`config.mk`:
```
export PLATFORM = sky130hd
export DESIGN_NAME = motor_stall_command_derater_top
export DESIGN_NICKNAME = d
export VERILOG_FILES = /design/src/msd_pkg.sv /design/src/msd_cfg.sv /design/src/msd_muldiv.sv /design/src/motor_stall_command_derater_top.sv
export SDC_FILE = /design/constraint.sdc
export NUM_CORES = 1
export LEC_CHECK = 0
export BUFFER_PORTS_ARGS = -buffer_cell sky130_fd_sc_hd__buf_2
export CAP_MARGIN = 5
export CORE_ASPECT_RATIO = 0.9
export CORE_MARGIN = 4
export CORE_UTILIZATION = 40
export CTS_BUF_LIST = sky130_fd_sc_hd__clkbuf_16
export DETAILED_ROUTE_END_ITERATION = 10
export PLACE_DENSITY = 0.62
export SYNTH_ARGS = -nofsm -noshare
export SYNTH_HDL_FRONTEND = slang
export SYNTH_SLANG_ARGS = --single-unit
```
`constraint.sdc`:
```
create_clock -name clk_i -period 7.4 [get_ports clk_i]
set_clock_uncertainty 0.1 [all_clocks]
set_input_delay 0.37 -clock clk_i [delete_from_list [all_inputs] [get_ports clk_i]]
set_output_delay 0.37 -clock clk_i [all_outputs]
set_load 0.005 [all_outputs]
```
`src/msd_pkg.sv`:
```
// Shared types, register indexes and reset values for the motor stall command derater.
package msd_pkg;

  typedef struct packed {
    logic signed [15:0] requested_command;
    logic signed [15:0] speed_rpm;
    logic        [15:0] delta_ms;
  } in_beat_t;

  typedef struct packed {
    logic signed [15:0] limited_command;
    logic               stall_active;
  } out_beat_t;

  typedef struct packed {
    logic        enable;
    logic [14:0] cmd_threshold;
    logic [14:0] speed_threshold;
    logic [15:0] grace_ms;
    logic [15:0] ramp_ms;
    logic [14:0] full_cmd;
    logic [14:0] sustain_cmd;
  } cfg_t;

  localparam int unsigned CfgIdxW  = 3;
  localparam int unsigned CfgDataW = 16;

  typedef logic [CfgIdxW-1:0] cfg_idx_t;

  localparam cfg_idx_t REG_ENABLE          = 3'd0;
  localparam cfg_idx_t REG_CMD_THRESHOLD   = 3'd1;
  localparam cfg_idx_t REG_SPEED_THRESHOLD = 3'd2;
  localparam cfg_idx_t REG_GRACE_MS        = 3'd3;
  localparam cfg_idx_t REG_RAMP_MS         = 3'd4;
  localparam cfg_idx_t REG_FULL_CMD        = 3'd5;
  localparam cfg_idx_t REG_SUSTAIN_CMD     = 3'd6;

  localparam logic        ENABLE_RST          = 1'b1;
  localparam logic [14:0] CMD_THRESHOLD_RST   = 15'd650;
  localparam logic [14:0] SPEED_THRESHOLD_RST = 15'd30;
  localparam logic [15:0] GRACE_MS_RST        = 16'd1000;
  localparam logic [15:0] RAMP_MS_RST         = 16'd1000;
  localparam logic [14:0] FULL_CMD_RST        = 15'd1000;
  localparam logic [14:0] SUSTAIN_CMD_RST     = 15'd350;

  // request to and response from the serial multiply-divide unit
  typedef struct packed {
    logic        start;
    logic [14:0] mcand;
    logic [15:0] mplier;
    logic [15:0] divisor;
  } md_req_t;

  typedef struct packed {
    logic        busy;
    logic        done;
    logic [14:0] quot;
  } md_rsp_t;

endpackage

```
`src/msd_cfg.sv`:
```
// Configuration register file for the motor stall command derater.
module msd_cfg (
  input  logic                            clk_i,
  input  logic                            rst_ni,
  input  logic                            cfg_we_i,
  input  msd_pkg::cfg_idx_t               cfg_index_i,
  input  logic [msd_pkg::CfgDataW-1:0]    cfg_data_i,
  output msd_pkg::cfg_t                   cfg_o
);
  import msd_pkg::*;

  cfg_t cfg_q;

  always_ff @(posedge clk_i or negedge rst_ni) begin
    if (!rst_ni) begin
      cfg_q.enable          <= ENABLE_RST;
      cfg_q.cmd_threshold   <= CMD_THRESHOLD_RST;
      cfg_q.speed_threshold <= SPEED_THRESHOLD_RST;
      cfg_q.grace_ms        <= GRACE_MS_RST;
      cfg_q.ramp_ms         <= RAMP_MS_RST;
      cfg_q.full_cmd        <= FULL_CMD_RST;
      cfg_q.sustain_cmd     <= SUSTAIN_CMD_RST;
    end else if (cfg_we_i) begin
      unique case (cfg_index_i)
        REG_ENABLE:          cfg_q.enable          <= cfg_data_i[0];
        REG_CMD_THRESHOLD:   cfg_q.cmd_threshold   <= cfg_data_i[14:0];
        REG_SPEED_THRESHOLD: cfg_q.speed_threshold <= cfg_data_i[14:0];
        REG_GRACE_MS:        cfg_q.grace_ms        <= cfg_data_i[15:0];
        REG_RAMP_MS:         cfg_q.ramp_ms         <= cfg_data_i[15:0];
        REG_FULL_CMD:        cfg_q.full_cmd        <= cfg_data_i[14:0];
        REG_SUSTAIN_CMD:     cfg_q.sustain_cmd     <= cfg_data_i[14:0];
        default: ;
      endcase
    end
  end

  assign cfg_o = cfg_q;

endmodule

```
`src/msd_muldiv.sv`:
```
// Bit-serial shift-add multiplier followed by restoring divider, quotient of a*b/d.
module msd_muldiv (
  input  logic             clk_i,
  input  logic             rst_ni,
  input  msd_pkg::md_req_t req_i,
  output msd_pkg::md_rsp_t rsp_o
);
  import msd_pkg::*;

  logic        busy_q, busy_d;
  logic        div_q, div_d;
  logic        done_q, done_d;
  logic [3:0]  cnt_q, cnt_d;
  logic [14:0] mcand_q, mcand_d;
  logic [15:0] divisor_q, divisor_d;
  logic [31:0] work_q, work_d;

  logic [16:0] mul_sum;
  logic [16:0] trial;
  logic [16:0] diff;
  logic        ge;
  logic [15:0] new_rem;

  // multiply: add into the high half, shift the multiplier out of the low half
  assign mul_sum = {1'b0, work_q[31:16]} + {2'b00, (work_q[0] ? mcand_q : 15'd0)};
  // divide: high product bits already below the divisor, so 15 quotient bits
  assign trial   = {work_q[30:15], work_q[14]};
  assign ge      = trial >= {1'b0, divisor_q};
  assign diff    = trial - {1'b0, divisor_q};
  assign new_rem = ge ? diff[15:0] : trial[15:0];

  always_comb begin
    busy_d    = busy_q;
    div_d     = div_q;
    done_d    = 1'b0;
    cnt_d     = cnt_q;
    mcand_d   = mcand_q;
    divisor_d = divisor_q;
    work_d    = work_q;
    if (req_i.start) begin
      busy_d    = 1'b1;
      div_d     = 1'b0;
      cnt_d     = '0;
      mcand_d   = req_i.mcand;
      divisor_d = req_i.divisor;
      work_d    = {16'd0, req_i.mplier};
    end else if (busy_q && !div_q) begin
      work_d = {mul_sum, work_q[15:1]};
      if (cnt_q == 4'd15) begin
        div_d = 1'b1;
        cnt_d = '0;
      end else begin
        cnt_d = cnt_q + 4'd1;
      end
    end else if (busy_q) begin
      work_d = {1'b0, new_rem, work_q[13:0], ge};
      if (cnt_q == 4'd14) begin
        busy_d = 1'b0;
        div_d  = 1'b0;
        done_d = 1'b1;
      end else begin
        cnt_d = cnt_q + 4'd1;
      end
    end
  end

  always_ff @(posedge clk_i or negedge rst_ni) begin
    if (!rst_ni) begin
      busy_q <= 1'b0;
      div_q  <= 1'b0;
      done_q <= 1'b0;
      cnt_q  <= '0;
    end else begin
      busy_q <= busy_d;
      div_q  <= div_d;
      done_q <= done_d;
      cnt_q  <= cnt_d;
    end
  end

  always_ff @(posedge clk_i) begin
    mcand_q   <= mcand_d;
    divisor_q <= divisor_d;
    work_q    <= work_d;
  end

  assign rsp_o.busy = busy_q;
  assign rsp_o.done = done_q;
  assign rsp_o.quot = work_q[14:0];

  a_start_idle: assert property (@(posedge clk_i) disable iff (!rst_ni)
    req_i.start |-> !busy_q)
    else $error("muldiv started while busy");

  a_start_mul: assert property (@(posedge clk_i) disable iff (!rst_ni)
    req_i.start |=> busy_q && !div_q)
    else $error("muldiv did not enter multiply phase");

  a_div_busy: assert property (@(posedge clk_i) disable iff (!rst_ni)
    div_q |-> busy_q)
    else $error("divide phase without busy");

  a_quot_bound: assert property (@(posedge clk_i) disable iff (!rst_ni)
    done_q |-> work_q[14:0] <= mcand_q)
    else $error("quotient exceeds multiplicand");

endmodule

```
`src/motor_stall_command_derater_top.sv`:
```
// Top level of the motor stall command derater.
//
// Input beats (requested_command, speed_rpm, delta_ms) arrive on a
// valid/stall channel; each yields exactly one output beat (limited_command,
// stall_active) on a valid/stall channel. One beat is processed at a time.
// When no derate ramp applies the ceiling is taken from the configuration;
// inside the ramp a bit-serial multiply and restoring divide form the
// ceiling. A new input beat is taken only once the previous one has been
// placed in the output register. The output register frees the input side:
// a new beat may be taken while the previous result still waits; a
// finished result is held until the output register is free.
// Configuration writes use cfg_valid_i/cfg_ready_o (always ready) with a
// register index and data; write only while idle.
// Reset clears the stall timer, loads the default register values and
// leaves no output beat pending. While the receiver stalls, the output
// beat holds unchanged.
module motor_stall_command_derater_top (
  input  logic                            clk_i,
  input  logic                            rst_ni,
  input  logic                            in_valid_i,
  output logic                            in_stall_o,
  input  msd_pkg::in_beat_t               in_data_i,
  output logic                            out_valid_o,
  input  logic                            out_stall_i,
  output msd_pkg::out_beat_t              out_data_o,
  input  logic                            cfg_valid_i,
  output logic                            cfg_ready_o,
  input  msd_pkg::cfg_idx_t               cfg_index_i,
  input  logic [msd_pkg::CfgDataW-1:0]    cfg_data_i
);
  import msd_pkg::*;

  localparam logic [1:0] S_IDLE = 2'd0;
  localparam logic [1:0] S_PREP = 2'd1;
  localparam logic [1:0] S_DIV  = 2'd2;
  localparam logic [1:0] S_FIN  = 2'd3;

  cfg_t      cfg;
  md_req_t   md_req;
  md_rsp_t   md_rsp;

  logic [1:0]  state_q, state_d;
  in_beat_t    item_q, item_d;
  logic        stall_q, stall_d;
  logic        span_neg_q, span_neg_d;
  logic [14:0] ceil_q, ceil_d;
  logic [15:0] timer_q, timer_d;
  logic        out_valid_q, out_valid_d;
  out_beat_t   out_data_q, out_data_d;

  logic [15:0] cmd_u, spd_u, cmag, smag;
  logic        stall_now, past_grace, ramp_done, out_free, clamp;
  logic [15:0] ramp;
  logic [16:0] span;
  logic [14:0] span_mag;
  logic [15:0] cval, limited;
  logic [16:0] tsum;

  assign cfg_ready_o = 1'b1;

  msd_cfg u_cfg (
    .clk_i       (clk_i),
    .rst_ni      (rst_ni),
    .cfg_we_i    (cfg_valid_i && cfg_ready_o),
    .cfg_index_i (cfg_index_i),
    .cfg_data_i  (cfg_data_i),
    .cfg_o       (cfg)
  );

  msd_muldiv u_muldiv (
    .clk_i  (clk_i),
    .rst_ni (rst_ni),
    .req_i  (md_req),
    .rsp_o  (md_rsp)
  );

  // magnitudes; the most negative value maps to 32768
  assign cmd_u = item_q.requested_command;
  assign spd_u = item_q.speed_rpm;
  assign cmag  = cmd_u[15] ? (~cmd_u + 16'd1) : cmd_u;
  assign smag  = spd_u[15] ? (~spd_u + 16'd1) : spd_u;

  assign stall_now  = cfg.enable && (cmag > {1'b0, cfg.cmd_threshold})
                      && (smag < {1'b0, cfg.speed_threshold});
  assign past_grace = timer_q > cfg.grace_ms;
  assign ramp       = timer_q - cfg.grace_ms;
  assign ramp_done  = ramp >= cfg.ramp_ms;
  assign span       = {2'b00, cfg.full_cmd} - {2'b00, cfg.sustain_cmd};
  assign span_mag   = span[16] ? (cfg.sustain_cmd - cfg.full_cmd)
                               : (cfg.full_cmd - cfg.sustain_cmd);

  assign out_free = !out_valid_q || !out_stall_i;
  assign cval     = {1'b0, ceil_q};
  assign clamp    = stall_q && (cmag > cval);
  assign limited  = clamp ? (cmd_u[15] ? (~cval + 16'd1) : cval) : cmd_u;
  assign tsum     = {1'b0, timer_q} + {1'b0, item_q.delta_ms};

  always_comb begin
    state_d     = state_q;
    item_d      = item_q;
    stall_d     = stall_q;
    span_neg_d  = span_neg_q;
    ceil_d      = ceil_q;
    timer_d     = timer_q;
    out_valid_d = out_valid_q && out_stall_i;
    out_data_d  = out_data_q;
    md_req.start   = 1'b0;
    md_req.mcand   = span_mag;
    md_req.mplier  = ramp;
    md_req.divisor = cfg.ramp_ms;
    unique case (state_q)
      S_IDLE: begin
        if (in_valid_i) begin
          item_d  = in_data_i;
          state_d = S_PREP;
        end
      end
      S_PREP: begin
        stall_d    = stall_now;
        span_neg_d = span[16];
        if (stall_now && past_grace && !ramp_done) begin
          md_req.start = 1'b1;
          state_d      = S_DIV;
        end else begin
          ceil_d  = (stall_now && past_grace) ? cfg.sustain_cmd : cfg.full_cmd;
          state_d = S_FIN;
        end
      end
      S_DIV: begin
        if (md_rsp.done) begin
          ceil_d  = span_neg_q ? (cfg.full_cmd + md_rsp.quot)
                               : (cfg.full_cmd - md_rsp.quot);
          state_d = S_FIN;
        end
      end
      S_FIN: begin
        if (out_free) begin
          out_valid_d                = 1'b1;
          out_data_d.limited_command = limited;
          out_data_d.stall_active    = stall_q;
          if (!stall_q) begin
            timer_d = '0;
          end else if (tsum[16]) begin
            timer_d = '1;
          end else begin
            timer_d = tsum[15:0];
          end
          state_d = S_IDLE;
        end
      end
      default: state_d = S_IDLE;
    endcase
  end

  always_ff @(posedge clk_i or negedge rst_ni) begin
    if (!rst_ni) begin
      state_q     <= S_IDLE;
      timer_q     <= '0;
      out_valid_q <= 1'b0;
    end else begin
      state_q     <= state_d;
      timer_q     <= timer_d;
      out_valid_q <= out_valid_d;
    end
  end

  always_ff @(posedge clk_i) begin
    item_q     <= item_d;
    stall_q    <= stall_d;
    span_neg_q <= span_neg_d;
    ceil_q     <= ceil_d;
    out_data_q <= out_data_d;
  end

  assign in_stall_o  = state_q != S_IDLE;
  assign out_valid_o = out_valid_q;
  assign out_data_o  = out_data_q;

  a_fin_delivers: assert property (@(posedge clk_i) disable iff (!rst_ni)
    (state_q == S_FIN && out_free) |=> out_valid_q && state_q == S_IDLE)
    else $error("finished beat not placed in output register");

  a_timer_clear: assert property (@(posedge clk_i) disable iff (!rst_ni)
    (state_q == S_FIN && out_free && !stall_q) |=> timer_q == 16'd0)
    else $error("stall timer not cleared");

  a_ceil_range: assert property (@(posedge clk_i) disable iff (!rst_ni)
    (state_q == S_FIN) |->
      (ceil_q <= cfg.full_cmd || ceil_q <= cfg.sustain_cmd) &&
      (ceil_q >= cfg.full_cmd || ceil_q >= cfg.sustain_cmd))
    else $error("ceiling outside full/sustain range");

  a_div_active: assert property (@(posedge clk_i) disable iff (!rst_ni)
    (state_q == S_DIV) |-> (md_rsp.busy || md_rsp.done))
    else $error("waiting on idle muldiv");

endmodule
```
==> qor.txt <==
YS warnings = 0
RSZ-0062 raised after global routing = false
EDFF count, synth = 129
Syn Nets = 2092
Worst Path Buf+Inv = 1
Highest clock rate = 0.1870 GHz
# Max-Cap Violations = 0
Vias in the first global route = 13070
Rel. slew slack = 0.2612
Nets@finish = 2217
Synth cell count leaders = ha_1 (177), nand2_1 (172), inv_1 (169)
Area leader, netlist = edfxtp_1
Met2 Wirelength = 19520 µm
M1 wire length = 21200 µm
Initial DRT Pass Iterations = 7
# diodes = 0
Primary FF master, synth = edfxtp_1
Worst Hold Path Cells = 3
Arrival @ worst endpoint = 5480 ps
Worst setup path class = reg2reg
CTS root buf = clkbuf_16
Max stage delay cell, worst path = and4_4
Clock Latency Late Sink = 570 ps
Wirelength, routed = 44270 µm
Final Setup Violations = 0
TNS Setup = 0 ps
XOR/XNOR Fraction of Synth Area = 0.06031
R2r endpoint = u_muldiv.work_q[8]$_DFFE_PP_
Worst reg2reg path depth = 18
Fin. max-slew vios = 0
Via density per instance = 5.271
Yosys top cell area share = 0.2186
Mapped Cells = 1836
Worst-path clk slew = 60 ps
Initial antenna violation count = 3
Largest net degree at the start of global routing = 88
Top cells by area, synth = edfxtp_1 (22%), ha_1 (12%), dfrtp_1 (12%)
Via count = 13580
Final Util = 0.4680
Endpoint, Worst Hold = u_cfg.cfg_o[33]$_DFFE_PN1P_
Status = complete, no violations
Core area = 0.04333 mm²
CP max FO = 87
Uppermost layer routed = met5
Element type at the critical path end = flop
CP most frequent cell = a21boi_0
Die X-Extent = 229.9 µm
Sequential fraction of the synthesis area = 0.4071
CP required = 7530 ps
CTS Sinks = 264
Tot Pwr = 8.126 mW
DRT iter0 DRCs = 776
Post-DP Area = 0.01874 mm²
Synth Area in Adders = 0.1329
Ys async rst share = 0.4508
H-Tree Depth = 1
TritonCTS buffer count = 30
GP Congestion = 0.9011
DIE AREA = 0.04773 mm²
Post-CTS sizing = 0
Mapped Area = 0.01772 mm²
Pwr Density = 400.7 mW/mm²
Buffers on Ports = 90
Synth Area in Simple Gates = 0.1250
Setup crit start = u_cfg.cfg_o[47]$_DFFE_PN0P_
First-pass GRT wire length = 70930 µm
Hold Slack = 19.06 ps
Worst Tran Pin Value = 1102 ps
Worst-path cell chain = inv_1, ha_1, nor2b_1, o21ai_0, a21boi_0, o21bai_1, a21boi_0, o21ai_0, a21boi_0, or3_1, and2_1, ha_1, a21o_1, a21o_1, a221oi_1, o21a_1, and4_4, or2_2
Post-route minimum period = 5346 ps
Static leakage = 8.845 nW
Grt ovf = 0
Yosys cell types = 81
Period utilization = 0.7225
Combinational family with the most area after synthesis = compound AO/OA/AOI/OAI gates
Hold path start = cfg_data_i[3]
Die Y-Extent = 207.7 µm
Slowest stage delay, CP = 920 ps
Mux share of post-synthesis cell area = 0.05388
Initial cell density of the core = 0.4089
Top delay family on crit path = simple AND/OR/NAND/NOR gates
Fillers = 4030
Met3 WL = 2469 µm
CTS tree = yes
Synthesized flop and latch total = 264
Post-route cell area = 0.02028 mm²
RR Startpoint = u_cfg.cfg_o[47]$_DFFE_PN0P_
CP Launch Type = flop
Layout cell share with drive strength beyond 1 = 0.1320
Compound-gate portion of the synthesized area = 0.1688
Synth Area per Inst = 9.650 µm²
Hold Vio Cnt, Final = 0
Peak supply drop = 0.0002041 V
Antenna Nets Post-Route = 0
Gr usage total = 0.1808
Hpwl dp = 33780 µm
Layout Area Growth over Synthesis = 14.46%
Residual DRC = 0
Num rows = 72
Hold crit path type = in2reg
Clock Path Buffers = 3
Drt wl/cell = 17.18 µm
Most common cell in the netlist = ha_1
Ports = 92
Reg2reg setup slack = 2050 ps
-- worst reg2reg max path: stages, from the launching register on --
cell and delay (ps):
dfrtp_1 390, inv_1 60, ha_1 300, nor2b_1 130, o21ai_0 190, a21boi_0 190, o21bai_1 190, a21boi_0 130
o21ai_0 150, a21boi_0 110, or3_1 330, and2_1 170, ha_1 290, a21o_1 160, a21o_1 170, a221oi_1 230
o21a_1 250, and4_4 920, or2_2 550
-- power by group --
group | switching [mW] | total (mW) | internal [mW]
Sequential | 0.378 | 2.47 | 2.09
Clock | 0.615 | 1.49 | 0.874
Combinational | 2.38 | 4.17 | 1.79
Total | 3.37 | 8.13 | 4.75
-- cells in the final DEF (no fill, tap or decap), types with 12 or more instances in the layout --
cell,count
nand2b_1,24
ha_1,177
xnor2_1,90
dfstp_2,33
a211oi_1,12
dfrtp_1,86
o21a_1,17
nand4_1,20
nor2_1,66
edfxtp_1,129
clkbuf_16,35
and2_1,18
a21oi_1,137
o31ai_1,18
mux2i_1,29
xor2_1,32
inv_1,173
a31oi_1,16
nand2_1,172
nor2b_1,23
o21ai_0,153
o21ai_1,19
buf_2,89
nand3_1,26
mux2_2,57
dlygate4sd3_1,54
nor3_1,40
dfxtp_1,16
buf_4,12
a21o_1,45
-- metal layers --
| layer | vias to the layer above | track usage |
|---|---|---|
| met2 | 330 | 0.2843 |
| li1 | 6806 | - |
| met5 | - | 0 |
| met4 | 6 | 0.04505 |
| met1 | 6379 | 0.2594 |
| met3 | 63 | 0.03224 |
-- cells by family (layout without fill, tap and decap cells) --
family / after synthesis / after routing
compound gates: 493 / 493
simple gates: 452 / 452
flops: 264 / 264
buf+inv: 232 / 381
fa+ha+maj: 184 / 184
xor+xnor: 122 / 122
mux: 88 / 88
other cells: 1 / 1
-- sequential cells by signal (all words and copies together) (netlist names) --
register,cells
u_muldiv.done_q,1
timer_q,16
u_cfg.cfg_o,93
out_data_o,17
u_muldiv.work_q,32
u_muldiv.busy_q,1
stall_q,1
u_muldiv.divisor_q,16
span_neg_q,1
u_muldiv.cnt_q,4
out_valid_o,1
state_q,2
item_q,16
cmd_u,16
u_muldiv.div_q,1
u_muldiv.mcand_q,15
ceil_q,15
spd_u,16
-- timing repair --
action / in CTS / in global routing
hold buffers: 54 / 0
endpoints found under the setup margin: 0 / 0
endpoints found under the hold margin: 87 / 0
buffers inserted: 0 / 0
-- final cells by class --
type                            instances  area, µm²  area share
Multi-Input combinational cell       1340       9612      0.4739
Timing Repair Buffer                  155       1076     0.05306
Clock buffer                           35      875.8     0.04319
Inverter                              170      638.1     0.03146
Sequential cell                       264       7213      0.3557
Tap cell                              592      740.7     0.03652
Clock inverter                         21      125.1    0.006169
-- per-stage QoR --
stage | worst slack, ps | std cells
global placement | 2099 | 2467
global route | 1609 | 2577
CTS | 2023 | 2577
floorplan | 2228 | 1836
detailed placement | 2053 | 2467
finish | 2054 | 2577
-- worst max-delay path by stage --
stage	endpoint	depth (start not counted)
detailed placement	u_muldiv.work_q[1]$_DFFE_PP_	18
global placement	ceil_q[14]$_DFFE_PP_	14
CTS	u_muldiv.work_q[8]$_DFFE_PP_	18
floorplan	ceil_q[0]$_DFFE_PP_	16
global route	u_muldiv.work_q[8]$_DFFE_PP_	18
finish	u_muldiv.work_q[8]$_DFFE_PP_	18
Note: power is estimated with default switching activity, not from simulation.
